**config.mk**
```make
export PLATFORM = sky130hd
export DESIGN_NAME = bucketed_rms_envelope_unit
export DESIGN_NICKNAME = d
export VERILOG_FILES = /design/src/sv/brms_pkg.sv /design/src/sv/brms_div.sv /design/src/sv/brms_sqrt.sv /design/src/sv/bucketed_rms_envelope_unit.sv
export SDC_FILE = /design/constraint.sdc
export NUM_CORES = 2
export LEC_CHECK = 0
export ABC_AREA = 1
export BUFFER_PORTS_ARGS = -buffer_cell sky130_fd_sc_hd__buf_4
export CAP_MARGIN = 30
export CORE_MARGIN = 3
export CORE_UTILIZATION = 60
export DETAILED_ROUTE_END_ITERATION = 8
export PLACE_DENSITY_LB_ADDON = 0.1
export SETUP_SLACK_MARGIN = 0.2
export SLEW_MARGIN = 10
export SYNTH_ARGS = -nofsm -noshare
export SYNTH_HDL_FRONTEND = slang
export SYNTH_HIERARCHICAL = 1
export SYNTH_SLANG_ARGS = --single-unit
```
**constraint.sdc**
```tcl
create_clock -name clock -period 13 [get_ports clock]
set_input_delay 0 -clock clock [delete_from_list [all_inputs] [get_ports clock]]
set_output_delay 0 -clock clock [all_outputs]
set_load 0.03 [all_outputs]
```
**src/sv/brms_pkg.sv**
```systemverilog
`timescale 1ns / 1ps
// ----------------------------------------------------------------------------
// brms_pkg: shared types and constants
// Widths, register indexes and sequencer states of the RMS envelope unit.
// ----------------------------------------------------------------------------
package brms_pkg;

   localparam int FRAME_W     = 25;  // frame counts and bounds
   localparam int COUNT_W     = 7;   // bucket count / index
   localparam int SUM_W       = 55;  // sum of squares, wraps
   localparam int INTERVAL_W  = 32;  // Q16.16 bucket interval
   localparam int CSR_DATA_W  = 32;
   localparam int CSR_INDEX_W = 3;
   localparam int LEVEL_W     = 16;
   localparam int NUMBER_W    = 6;

   localparam int DEF_MAX_BUCKETS = 64;
   localparam int DEF_SAMPLE_BITS = 16;
   localparam int DEF_FRAME_BITS  = 24;

   localparam logic [CSR_INDEX_W-1:0] REG_TOTAL      = 3'd0;
   localparam logic [CSR_INDEX_W-1:0] REG_TRIM_START = 3'd1;
   localparam logic [CSR_INDEX_W-1:0] REG_TRIM_END   = 3'd2;
   localparam logic [CSR_INDEX_W-1:0] REG_COUNT      = 3'd3;
   localparam logic [CSR_INDEX_W-1:0] REG_INTERVAL   = 3'd4;

   typedef enum logic [3:0] {
      ST_IDLE,
      ST_EDGE_MUL,
      ST_EDGE_RES,
      ST_EDGE_DIV,
      ST_CHECK,
      ST_MEAN,
      ST_ROOT,
      ST_SEND,
      ST_ACC
   } state_type;

endpackage

```
**src/sv/brms_div.sv**
```systemverilog
`timescale 1ns / 1ps
// ----------------------------------------------------------------------------
// brms_div: bit-serial unsigned divider
// Restoring division, one quotient bit per cycle.
// ----------------------------------------------------------------------------
module brms_div import brms_pkg::*; #(
   parameter int DIVIDEND_W = SUM_W,
   parameter int DIVISOR_W  = FRAME_W
) (
   input  logic                  clock,
   input  logic                  reset,
   input  logic                  start,
   input  logic [DIVIDEND_W-1:0] dividend,
   input  logic [DIVISOR_W-1:0]  divisor,
   output logic                  done,
   output logic [DIVIDEND_W-1:0] quotient
);

   localparam int CNT_W = $clog2(DIVIDEND_W + 1);

   logic                  busy_ff, busy_in;
   logic                  done_ff, done_in;
   logic [CNT_W-1:0]      cnt_ff, cnt_in;
   logic [DIVIDEND_W-1:0] quo_ff, quo_in;
   logic [DIVISOR_W-1:0]  rem_ff, rem_in;
   logic [DIVISOR_W-1:0]  dsr_ff, dsr_in;
   logic [DIVISOR_W:0]    trial;

   always_comb begin
      busy_in = busy_ff;
      done_in = 1'b0;
      cnt_in  = cnt_ff;
      quo_in  = quo_ff;
      rem_in  = rem_ff;
      dsr_in  = dsr_ff;
      trial   = {rem_ff, quo_ff[DIVIDEND_W-1]};
      if (busy_ff) begin
         if (trial >= {1'b0, dsr_ff}) begin
            rem_in = DIVISOR_W'(trial - {1'b0, dsr_ff});
            quo_in = {quo_ff[DIVIDEND_W-2:0], 1'b1};
         end else begin
            rem_in = trial[DIVISOR_W-1:0];
            quo_in = {quo_ff[DIVIDEND_W-2:0], 1'b0};
         end
         cnt_in = cnt_ff - CNT_W'(1);
         if (cnt_ff == CNT_W'(1)) begin
            busy_in = 1'b0;
            done_in = 1'b1;
         end
      end else if (start) begin
         busy_in = 1'b1;
         cnt_in  = CNT_W'(DIVIDEND_W);
         quo_in  = dividend;
         rem_in  = '0;
         dsr_in  = divisor;
      end
   end

   always_ff @(posedge clock) begin
      if (reset) begin
         busy_ff <= 1'b0;
         done_ff <= 1'b0;
         cnt_ff  <= '0;
      end else begin
         busy_ff <= busy_in;
         done_ff <= done_in;
         cnt_ff  <= cnt_in;
      end
   end

   always_ff @(posedge clock) begin
      quo_ff <= quo_in;
      rem_ff <= rem_in;
      dsr_ff <= dsr_in;
   end

   assign done     = done_ff;
   assign quotient = quo_ff;

endmodule

```
**src/sv/brms_sqrt.sv**
```systemverilog
`timescale 1ns / 1ps
// ----------------------------------------------------------------------------
// brms_sqrt: digit-serial integer square root
// Two radicand bits per cycle, floor result.
// ----------------------------------------------------------------------------
module brms_sqrt import brms_pkg::*; #(
   parameter int RAD_W = SUM_W + 1
) (
   input  logic               clock,
   input  logic               reset,
   input  logic               start,
   input  logic [RAD_W-1:0]   radicand,
   output logic               done,
   output logic [RAD_W/2-1:0] root
);

   localparam int ROOT_W = RAD_W / 2;
   localparam int CNT_W  = $clog2(ROOT_W + 1);

   logic              busy_ff, busy_in;
   logic              done_ff, done_in;
   logic [CNT_W-1:0]  cnt_ff, cnt_in;
   logic [RAD_W-1:0]  rad_ff, rad_in;
   logic [ROOT_W+1:0] rem_ff, rem_in;
   logic [ROOT_W-1:0] root_ff, root_in;
   logic [ROOT_W+1:0] shifted;
   logic [ROOT_W+1:0] trial;

   always_comb begin
      busy_in = busy_ff;
      done_in = 1'b0;
      cnt_in  = cnt_ff;
      rad_in  = rad_ff;
      rem_in  = rem_ff;
      root_in = root_ff;
      shifted = {rem_ff[ROOT_W-1:0], rad_ff[RAD_W-1:RAD_W-2]};
      trial   = {root_ff, 2'b01};
      if (busy_ff) begin
         rad_in = {rad_ff[RAD_W-3:0], 2'b00};
         if (shifted >= trial) begin
            rem_in  = shifted - trial;
            root_in = {root_ff[ROOT_W-2:0], 1'b1};
         end else begin
            rem_in  = shifted;
            root_in = {root_ff[ROOT_W-2:0], 1'b0};
         end
         cnt_in = cnt_ff - CNT_W'(1);
         if (cnt_ff == CNT_W'(1)) begin
            busy_in = 1'b0;
            done_in = 1'b1;
         end
      end else if (start) begin
         busy_in = 1'b1;
         cnt_in  = CNT_W'(ROOT_W);
         rad_in  = radicand;
         rem_in  = '0;
         root_in = '0;
      end
   end

   always_ff @(posedge clock) begin
      if (reset) begin
         busy_ff <= 1'b0;
         done_ff <= 1'b0;
         cnt_ff  <= '0;
      end else begin
         busy_ff <= busy_in;
         done_ff <= done_in;
         cnt_ff  <= cnt_in;
      end
   end

   always_ff @(posedge clock) begin
      rad_ff  <= rad_in;
      rem_ff  <= rem_in;
      root_ff <= root_in;
   end

   assign done = done_ff;
   assign root = root_ff;

endmodule

```
**src/sv/bucketed_rms_envelope_unit.sv**
```systemverilog
`timescale 1ns / 1ps
// A word with no work (zero frames or buckets) is taken in the idle state; when
//   all buckets are done it also passes the accumulate state; else two bucket
//   edges come first, each a multiply, then a fixed-interval step or a serial divide.
// Each bucket closed adds a serial division and square root unless its span is empty,
//   a check and a send step, plus a new end edge; one word is in flight at a time.
// Reset (synchronous): registers, position, bucket and sum go to zero.
// ----------------------------------------------------------------------------
// bucketed_rms_envelope_unit: windowed RMS level meter
// Splits a trimmed frame range into buckets and reports the RMS of each.
// ----------------------------------------------------------------------------
module bucketed_rms_envelope_unit import brms_pkg::*; #(
   parameter int MAX_BUCKETS = DEF_MAX_BUCKETS,
   parameter int SAMPLE_BITS = DEF_SAMPLE_BITS,
   parameter int FRAME_BITS  = DEF_FRAME_BITS
) (
   input  logic                          clock,
   input  logic                          reset,
   input  logic                          csr_write,
   input  logic [CSR_INDEX_W-1:0]        csr_index,
   input  logic [CSR_DATA_W-1:0]         csr_data,
   input  logic                          req_valid,
   output logic                          req_stall,
   input  logic signed [SAMPLE_BITS-1:0] req_sample,
   output logic                          rsp_valid,
   input  logic                          rsp_stall,
   output logic [LEVEL_W-1:0]            rsp_rms_level,
   output logic [NUMBER_W-1:0]           rsp_bucket_number,
   output logic                          rsp_last_bucket
);

   localparam int PROD_W = COUNT_W + INTERVAL_W;
   localparam int SQ_W   = 2 * SAMPLE_BITS;
   localparam int ROOT_W = (SUM_W + 1) / 2;

   // configuration
   logic [FRAME_W-1:0]    total_ff, tstart_ff, tend_ff;
   logic [COUNT_W-1:0]    count_ff;
   logic [INTERVAL_W-1:0] interval_ff;

   // effective settings and trimmed range
   logic [FRAME_W-1:0] eff_total, t_minus_end, lo_c, hi_c;
   logic [COUNT_W-1:0] eff_count;

   // sequencer state
   state_type          state_ff, state_in;
   logic [FRAME_W-1:0] fp_ff, fp_in;
   logic [COUNT_W-1:0] cb_ff, cb_in;
   logic [SUM_W-1:0]   sum_ff, sum_in;
   logic [FRAME_W-1:0] bstart_ff, bstart_in;
   logic [FRAME_W-1:0] bend_ff, bend_in;
   logic               flush_ff, flush_in;
   logic               rsp_valid_ff, rsp_valid_in;

   // per-word working values
   logic [FRAME_W-1:0]     p_ff, p_in;
   logic [SAMPLE_BITS-1:0] mag_ff, mag_in;
   logic [FRAME_W-1:0]     t_ff, t_in;
   logic [COUNT_W-1:0]     n_ff, n_in;
   logic [FRAME_W-1:0]     lo_ff, lo_in;
   logic [FRAME_W-1:0]     hi_ff, hi_in;
   logic [COUNT_W-1:0]     k_ff, k_in;
   logic                   is_end_ff, is_end_in;
   logic [PROD_W-1:0]      prod_ff, prod_in;
   logic [LEVEL_W-1:0]     level_ff, level_in;
   logic [NUMBER_W-1:0]    number_ff, number_in;
   logic                   last_ff, last_in;

   // helpers
   logic [SAMPLE_BITS-1:0] raw;
   logic [SQ_W-1:0]        square;
   logic [PROD_W-1:0]      rounded;
   logic [FRAME_W:0]       fixed_edge;
   logic [FRAME_W-1:0]     edge_val;
   logic                   edge_ok;
   logic [FRAME_W-1:0]     span;
   logic [COUNT_W:0]       cb_next;
   logic                   in_bucket;
   logic                   emit_now;

   // serial units
   logic               div_start, div_done;
   logic [SUM_W-1:0]   div_dividend, div_quotient;
   logic [FRAME_W-1:0] div_divisor;
   logic               sqrt_start, sqrt_done;
   logic [ROOT_W-1:0]  sqrt_root;

   brms_div #(.DIVIDEND_W(SUM_W), .DIVISOR_W(FRAME_W)) u_div (
      .clock    (clock),
      .reset    (reset),
      .start    (div_start),
      .dividend (div_dividend),
      .divisor  (div_divisor),
      .done     (div_done),
      .quotient (div_quotient)
   );

   brms_sqrt #(.RAD_W(2 * ROOT_W)) u_sqrt (
      .clock    (clock),
      .reset    (reset),
      .start    (sqrt_start),
      .radicand ((2 * ROOT_W)'(div_quotient)),
      .done     (sqrt_done),
      .root     (sqrt_root)
   );

   // Total saturates at 2^FRAME_BITS, count at MAX_BUCKETS.
   always_comb begin
      eff_total = (total_ff > (FRAME_W'(1) << FRAME_BITS)) ?
                  (FRAME_W'(1) << FRAME_BITS) : total_ff;
      eff_count = (count_ff > COUNT_W'(MAX_BUCKETS)) ? COUNT_W'(MAX_BUCKETS) : count_ff;
      t_minus_end = eff_total - tend_ff;
      // degenerate trim falls back to the whole buffer
      if (tend_ff >= eff_total || tstart_ff >= t_minus_end) begin
         lo_c = '0;
         hi_c = eff_total;
      end else begin
         lo_c = tstart_ff;
         hi_c = t_minus_end;
      end
   end

   always_ff @(posedge clock) begin
      if (reset) begin
         total_ff    <= '0;
         tstart_ff   <= '0;
         tend_ff     <= '0;
         count_ff    <= '0;
         interval_ff <= '0;
      end else if (csr_write) begin
         unique case (csr_index)
            REG_TOTAL:      total_ff    <= csr_data[FRAME_W-1:0];
            REG_TRIM_START: tstart_ff   <= csr_data[FRAME_W-1:0];
            REG_TRIM_END:   tend_ff     <= csr_data[FRAME_W-1:0];
            REG_COUNT:      count_ff    <= csr_data[COUNT_W-1:0];
            REG_INTERVAL:   interval_ff <= csr_data[INTERVAL_W-1:0];
            default: ;
         endcase
      end
   end

   always_comb begin
      raw    = req_sample;
      square = SQ_W'(mag_ff) * SQ_W'(mag_ff);
      // fixed interval edge: round half up, then clamp to the range end
      rounded    = prod_ff + PROD_W'(32768);
      fixed_edge = {1'b0, lo_ff} + (FRAME_W + 1)'(rounded[PROD_W-1:16]);
      span       = (bend_ff > bstart_ff) ? (bend_ff - bstart_ff) : '0;
      cb_next    = {1'b0, cb_ff} + (COUNT_W + 1)'(1);
      in_bucket  = (cb_ff < n_ff) && (p_ff >= bstart_ff) && (p_ff < bend_ff);
      emit_now   = (cb_ff < n_ff) && (flush_ff || bend_ff <= p_ff);
   end

   always_comb begin
      state_in     = state_ff;
      fp_in        = fp_ff;
      cb_in        = cb_ff;
      sum_in       = sum_ff;
      bstart_in    = bstart_ff;
      bend_in      = bend_ff;
      flush_in     = flush_ff;
      rsp_valid_in = rsp_valid_ff;
      p_in         = p_ff;
      mag_in       = mag_ff;
      t_in         = t_ff;
      n_in         = n_ff;
      lo_in        = lo_ff;
      hi_in        = hi_ff;
      k_in         = k_ff;
      is_end_in    = is_end_ff;
      prod_in      = prod_ff;
      level_in     = level_ff;
      number_in    = number_ff;
      last_in      = last_ff;
      div_start    = 1'b0;
      div_dividend = SUM_W'(prod_ff[INTERVAL_W-1:0]);
      div_divisor  = FRAME_W'(n_ff);
      sqrt_start   = 1'b0;
      edge_ok      = 1'b0;
      edge_val     = '0;

      unique case (state_ff)
         ST_IDLE: begin
            if (req_valid) begin
               if (eff_total == '0 || eff_count == '0) begin
                  fp_in     = '0;
                  cb_in     = '0;
                  sum_in    = '0;
                  bstart_in = '0;
                  bend_in   = '0;
               end else begin
                  p_in   = fp_ff;
                  mag_in = raw[SAMPLE_BITS-1] ? (SAMPLE_BITS'(0) - raw) : raw;
                  t_in   = eff_total;
                  n_in   = eff_count;
                  lo_in  = lo_c;
                  hi_in  = hi_c;
                  cb_in  = (cb_ff > eff_count) ? eff_count : cb_ff;
                  if (cb_in < eff_count) begin
                     k_in      = cb_in;
                     is_end_in = 1'b0;
                     state_in  = ST_EDGE_MUL;
                  end else begin
                     state_in = ST_ACC;
                  end
               end
            end
         end

         ST_EDGE_MUL: begin
            if (interval_ff != '0) begin
               prod_in = PROD_W'(k_ff) * PROD_W'(interval_ff);
            end else begin
               prod_in = PROD_W'(k_ff) * PROD_W'(hi_ff - lo_ff);
            end
            state_in = ST_EDGE_RES;
         end

         ST_EDGE_RES: begin
            if (interval_ff != '0) begin
               edge_ok  = 1'b1;
               edge_val = (fixed_edge > {1'b0, hi_ff}) ? hi_ff : fixed_edge[FRAME_W-1:0];
            end else begin
               div_start = 1'b1;
               state_in  = ST_EDGE_DIV;
            end
         end

         ST_EDGE_DIV: begin
            if (div_done) begin
               edge_ok  = 1'b1;
               edge_val = lo_ff + div_quotient[FRAME_W-1:0];
            end
         end

         ST_CHECK: begin
            if (emit_now) begin
               if (span == '0) begin
                  level_in     = '0;
                  number_in    = cb_ff[NUMBER_W-1:0];
                  last_in      = (cb_next == {1'b0, n_ff});
                  sum_in       = '0;
                  rsp_valid_in = 1'b1;
                  state_in     = ST_SEND;
               end else begin
                  div_start    = 1'b1;
                  div_dividend = sum_ff;
                  div_divisor  = span;
                  state_in     = ST_MEAN;
               end
            end else if (!flush_ff) begin
               state_in = ST_ACC;
            end else begin
               // buffer done: rearm for the next one
               fp_in     = '0;
               cb_in     = '0;
               sum_in    = '0;
               bstart_in = '0;
               bend_in   = '0;
               flush_in  = 1'b0;
               state_in  = ST_IDLE;
            end
         end

         ST_MEAN: begin
            if (div_done) begin
               sqrt_start = 1'b1;
               state_in   = ST_ROOT;
            end
         end

         ST_ROOT: begin
            if (sqrt_done) begin
               level_in     = sqrt_root[LEVEL_W-1:0];
               number_in    = cb_ff[NUMBER_W-1:0];
               last_in      = (cb_next == {1'b0, n_ff});
               sum_in       = '0;
               rsp_valid_in = 1'b1;
               state_in     = ST_SEND;
            end
         end

         ST_SEND: begin
            if (!rsp_stall) begin
               rsp_valid_in = 1'b0;
               cb_in        = cb_next[COUNT_W-1:0];
               if (cb_next < {1'b0, n_ff}) begin
                  // next bucket starts where this one ended
                  bstart_in = bend_ff;
                  k_in      = COUNT_W'(cb_next + (COUNT_W + 1)'(1));
                  is_end_in = 1'b1;
                  state_in  = ST_EDGE_MUL;
               end else begin
                  state_in = ST_CHECK;
               end
            end
         end

         ST_ACC: begin
            if (in_bucket) begin
               sum_in = sum_ff + SUM_W'(square);
            end
            if ({1'b0, p_ff} + (FRAME_W + 1)'(1) >= {1'b0, t_ff}) begin
               flush_in = 1'b1;
               state_in = ST_CHECK;
            end else begin
               fp_in    = p_ff + FRAME_W'(1);
               state_in = ST_IDLE;
            end
         end

         default: state_in = ST_IDLE;
      endcase

      if (edge_ok) begin
         if (!is_end_ff) begin
            bstart_in = edge_val;
            k_in      = k_ff + COUNT_W'(1);
            is_end_in = 1'b1;
            state_in  = ST_EDGE_MUL;
         end else begin
            bend_in  = edge_val;
            state_in = ST_CHECK;
         end
      end
   end

   always_ff @(posedge clock) begin
      if (reset) begin
         state_ff     <= ST_IDLE;
         fp_ff        <= '0;
         cb_ff        <= '0;
         sum_ff       <= '0;
         bstart_ff    <= '0;
         bend_ff      <= '0;
         flush_ff     <= 1'b0;
         rsp_valid_ff <= 1'b0;
      end else begin
         state_ff     <= state_in;
         fp_ff        <= fp_in;
         cb_ff        <= cb_in;
         sum_ff       <= sum_in;
         bstart_ff    <= bstart_in;
         bend_ff      <= bend_in;
         flush_ff     <= flush_in;
         rsp_valid_ff <= rsp_valid_in;
      end
   end

   always_ff @(posedge clock) begin
      p_ff      <= p_in;
      mag_ff    <= mag_in;
      t_ff      <= t_in;
      n_ff      <= n_in;
      lo_ff     <= lo_in;
      hi_ff     <= hi_in;
      k_ff      <= k_in;
      is_end_ff <= is_end_in;
      prod_ff   <= prod_in;
      level_ff  <= level_in;
      number_ff <= number_in;
      last_ff   <= last_in;
   end

   assign req_stall         = (state_ff != ST_IDLE);
   assign rsp_valid         = rsp_valid_ff;
   assign rsp_rms_level     = level_ff;
   assign rsp_bucket_number = number_ff;
   assign rsp_last_bucket   = last_ff;

endmodule

```
Yosys cells after proc, flatten, opt, wreduce, memory -nomap -nowiden. Index checks and enable logic that the tools add are counted.

Bits in registers: 682. Input bits: 56.

Add/sub/neg operators: 17. Multipliers: 3. Order comparisons: 16. Equal/unequal tests: 35. Multiplexer cells: 138. Bitwise logic cells: 5. Reduce and logical (&&, ||, !) cells: 38.

Operator list (count): $mux W25 (28); $mux W55 (12); $pmux W55 S4 (1); $pmux W25 S3 (2); $mux W28 (5); $mux W7 (17); $mux W56 (2); $pmux W25 S2 (2); $ge A25 B25 Y1 (3); $sub A25 B25 Y25 (3); $add A55 B32 Y55 (1); $ge A26 B25 Y1 (2); $logic_not A25 Y1 (2); $mux W16 (3); $mux W4 (10); $add A39 B16 Y39 const B (1); $mul A7 B32 Y39 (1); $mux W39 (1); $pmux W4 S9 (1); $mul A8 B26 Y34 (1); $mul A16 B16 Y32 (1); $mux W1 (32); $pmux W16 S2 (1); $reduce_bool A32 Y1 (1); other kinds (62) (119).

Depth between registers and ports, before layout.
Depth in word-level cells: 11. Depth in mapped cells: 39. Depth with buffers taken out: 38.

Hierarchy. The synthesis kept the hierarchy.

By module, submodules not included: bucketed_rms_envelope_unit (times used 1, cells an instance 7783, area an instance 54887.6 um^2, sequential area each 10860.4 um^2); brms_sqrt (times used 1, cells an instance 892, area an instance 7257.0 um^2, sequential area each 3483.3 um^2); brms_div (times used 1, cells an instance 841, area an instance 6621.4 um^2, sequential area each 3313.2 um^2).

Least setup slack after synthesis. No wires, ideal clock.

Path kind: register to register. Start point: register total_ff[10]. End point: register hi_ff[0], enable pin. Setup time: 607 ps. Data arrival time: 6050 ps. Slack: 6343 ps. Stages on the path, launching flop included: 8. Path buffers: 0. Period minus slack after synthesis: 6657 ps. Cells stage by stage: dfxtp_1 > inv_1 > nand4_1 > nor2_1 > nand4_1 > o21a_1 > nand2_1 > nor2_1.

Word-level cells in the longest chain between the ends: 6.

Ends and longest elaborated chain: start, declared (line bucketed_rms_envelope_unit.sv:37) `logic [FRAME_W-1:0] total_ff, tstart_ff, tend_ff;`; start signal, assigned (line bucketed_rms_envelope_unit.sv:132) `REG_TOTAL: total_ff <= csr_data[FRAME_W-1:0];`; $gt A25 B25 Y1 (line bucketed_rms_envelope_unit.sv:109) `eff_total = (total_ff > (FRAME_W'(1) << FRAME_BITS)) ?`; $mux W25 * (line bucketed_rms_envelope_unit.sv:109); $logic_not A25 Y1 * (line bucketed_rms_envelope_unit.sv:185) `if (eff_total == '0 || eff_count == '0) begin`; $logic_or A1 B1 Y1 * (line bucketed_rms_envelope_unit.sv:185); $not A1 Y1 (no line) *; $reduce_and A3 Y1 (no line) *; end signal, assigned (line bucketed_rms_envelope_unit.sv:356) `hi_ff <= hi_in;`; end, declared (line bucketed_rms_envelope_unit.sv:61) `logic [FRAME_W-1:0] hi_ff, hi_in;`.

Mark *: on every way between the ends. The rest lies on a longest branch, timed or not. A chain may end at the register's enable or synchronous reset.

Worst setup path after layout.
Start point: register lo_ff[1]. End point: register prod_ff[38] (data pin).

Word-level cells in the longest chain between the ends: 3.

Ends and longest elaborated chain: start, declared (line bucketed_rms_envelope_unit.sv:60) `logic [FRAME_W-1:0] lo_ff, lo_in;`; start signal, assigned (line bucketed_rms_envelope_unit.sv:355) `lo_ff <= lo_in;`; $sub A25 B25 Y26 (line bucketed_rms_envelope_unit.sv:214) `prod_in = PROD_W'(k_ff) * PROD_W'(hi_ff - lo_ff);`; $mul A8 B26 Y34 (line bucketed_rms_envelope_unit.sv:214); $mux W39 (line bucketed_rms_envelope_unit.sv:211) `if (interval_ff != '0) begin`; end signal, assigned (line bucketed_rms_envelope_unit.sv:359) `prod_ff <= prod_in;`; end, declared (line bucketed_rms_envelope_unit.sv:64) `logic [PROD_W-1:0] prod_ff, prod_in;`.

Every way passes these cells.

==> flow_summary.json <==
{
  "ant_nets": 0,
  "routedWlPerCell_um": 20.5,
  "tightest_slew_ps": 1050,
  "die_width_um": 345,
  "insertion_delay_ps": 690,
  "synth.avg_cell_area_um2": 7.23,
  "grt_max_degree": 115,
  "yosys_most_used_dff": "edfxtp_1",
  "htree_levels": 3,
  "finalHoldViolCount": 0,
  "critPathTopFamily": "adder cells",
  "tns_ps": 0,
  "io_pins": 81,
  "start_util_pct": 60.8,
  "gp_congestion": 1.08,
  "crit_end": "prod_ff[38]",
  "cp-end-kind": "flop",
  "die_h_um": 345,
  "routed_wirelength_um": 227000,
  "dp_cells": 10838,
  "cts_sinks": 682,
  "cts_root_buffer": "clkbuf_16",
  "yosysWarnings": 6,
  "dp_hpwl_um": 179000,
  "synthDistinctLibCells": 61,
  "vias": 63351,
  "slew_headroom_pct": 29.3,
  "final_core_utilization_pct": 65.6,
  "max-cap-violations": 0,
  "clockBufferDepth": 3,
  "cp.depth": 36,
  "cp_slowest_cell": "a21boi_0",
  "nets": 10618,
  "final_cell_mix": "nand2_1, inv_1, nor2_1",
  "grt_util_all_layers_pct": 37.9,
  "drc": 0,
  "final_common_cell": "nand2_1",
  "fin_cells": 11071,
  "reg2reg_from": "lo_ff[1]",
  "crit_path_start": "lo_ff[1]",
  "syn-cell-area_mm2": 0.0688,
  "cts-buffers-inserted": 81,
  "portBuffers": 80,
  "synthArstFlopShare_pct": 0,
  "hold_buffers": 71,
  "setup_violations": 0,
  "critPathKind": "flop to flop",
  "grt_pass1_wl_um": 347000,
  "cts_tree": "built",
  "stdcell_area_mm2": 0.0742,
  "drive_gt1_share_pct": 4.14,
  "drt_iter0_drc": 6561,
  "final.period_utilization_pct": 61.2,
  "drt_pass1_iterations": 8,
  "synth_seq_cells": 682,
  "multiInputGateArea_mm2": 0.0427,
  "clk_pin_slew_ps": 60,
  "nFillCells": 9926,
  "regArea_mm2": 0.0177,
  "required_ps": 13390,
  "worstPathMaxFanout": 6,
  "reg2reg_slack_ps": 5050,
  "ys_seq_area_share_pct": 25.7,
  "fin_skew_ps": 39.5,
  "diodes": 0,
  "vias_per_cell": 5.72,
  "post_cts_buffers": 0,
  "grt_pass1_vias": 60713,
  "cts_resized": 0,
  "period_needed_ps": 7950,
  "synth_edf_count": 400,
  "rsz0062_at_grt": "no",
  "crit_arrival_ps": 8340,
  "rows": 123,
  "core_mm2": 0.113,
  "outcome": "complete, no violations",
  "worstSetupStartpointType": "flop",
  "hold_class": "input port to flop",
  "netlist_instances": 9516,
  "reg2reg_depth": 36,
  "die_area_mm2": 0.119,
  "r2r-end": "prod_ff[38]",
  "syn-num-nets": 10631,
  "grt-ovfl-total": 0,
  "max_freq_mhz": 126,
  "place_area_mm2": 0.0704,
  "cp_num_buf_inv": 6,
  "hold_depth": 6,
  "area_growth_pct": 7.85,
  "cp_common_cell": "nand2_1",
  "cp_slowest_stage_delay_ps": 670,
  "antenna_found_initial": 1,
  "final_max_slew_viol_count": 0
}
[layer usage]
layer / GRT usage (%) / wire [µm] / part of all wire (%) / up-vias
li1: - / - / - / 29990
met1: 51.3 / 93300 / 41 / 29664
met2: 58.0 / 98200 / 43 / 3118
met3: 8.00 / 23100 / 10 / 579
met4: 17.9 / 12100 / 5.3 / 0
met5: 0 / 0 / 0 / -
[flip-flops by register name (all words and copies together), names as in the netlist, 28 cells and up]
name            cells
interval_ff        32
prod_ff            39
sum_ff             55
u_div/quotient     55
u_sqrt/rad_ff      56
u_sqrt/rem_ff      28
u_sqrt/root        28
[worst min path at each step]
stage                           endpoint          start
after floorplan           u_sqrt/busy_ff          reset
after global placement         mag_ff[0]  req_sample[0]
after detailed placement       mag_ff[0]  req_sample[0]
after CTS                      rsp_valid      rsp_stall
after global routing           rsp_valid      rsp_stall
final                          rsp_valid      rsp_stall
[tightest hold or removal path, delay by kind of cell]
family	cells	cell delay, ps
simple gates	3	450
buf+inv	2	150
compound gates	1	70
[per-stage QoR]
stage	setup WS (ps)	hold WS (ps)
after floorplan	6340	69.1
after global placement	5070	203
after detailed placement	5160	209
after CTS	5120	3.74
after global routing	4500	47.5
final	5050	50.7
[cells in the mapped netlist (9+ instances only)]
cell type / n / area (µm²)
a211oi_1: 15 / 113
a22o_1: 52 / 455
dfxtp_1: 282 / 5650
nor2_1: 963 / 3610
edfxtp_1: 400 / 12000
inv_1: 1890 / 7090
nor3_1: 104 / 521
o211ai_1: 25 / 188
nor4_1: 50 / 313
xor2_1: 126 / 1100
a21oi_1: 624 / 3120
clkinv_1: 9 / 33.8
buf_1: 29 / 109
nand2_2: 19 / 119
nand2_1: 2213 / 8310
o21bai_1: 31 / 233
o21a_1: 13 / 97.6
or2_2: 47 / 294
nand3_1: 472 / 2360
o21ai_1: 21 / 105
ha_1: 573 / 7170
clkbuf_1: 225 / 845
buf_2: 30 / 150
nand3b_1: 19 / 143
a31oi_1: 27 / 169
o21ai_0: 455 / 2280
a21o_1: 23 / 173
nor2_2: 22 / 138
a21boi_0: 22 / 165
nand4_1: 79 / 494
xnor2_1: 71 / 622
buf_6: 13 / 146
fa_1: 486 / 9730
[cells by family (layout without fill, tap and decap cells)]
group	Yosys count	after routing	synth area share, %
compound gates	1346	1346	10.8
xor+xnor	197	197	2.51
fa+ha+maj	1059	1059	24.6
buf+inv	2212	2267	12.3
flops	682	682	25.7
other cells	1	1	0.00545
simple gates	4019	4019	24.1
[area by class of cell]
class                           instances  area share [%]
Clock buffer                          103            2.93
Clock inverter                         48           0.860
Sequential cell                       682            23.8
Inverter                             1907            9.66
Timing Repair Buffer                  209            2.65
Multi-Input combinational cell       6622            57.6
Tap cell                             1500            2.53
Power is not shown: default switching activity piles up to over one toggle a cycle in this logic, so the estimate is an artifact.
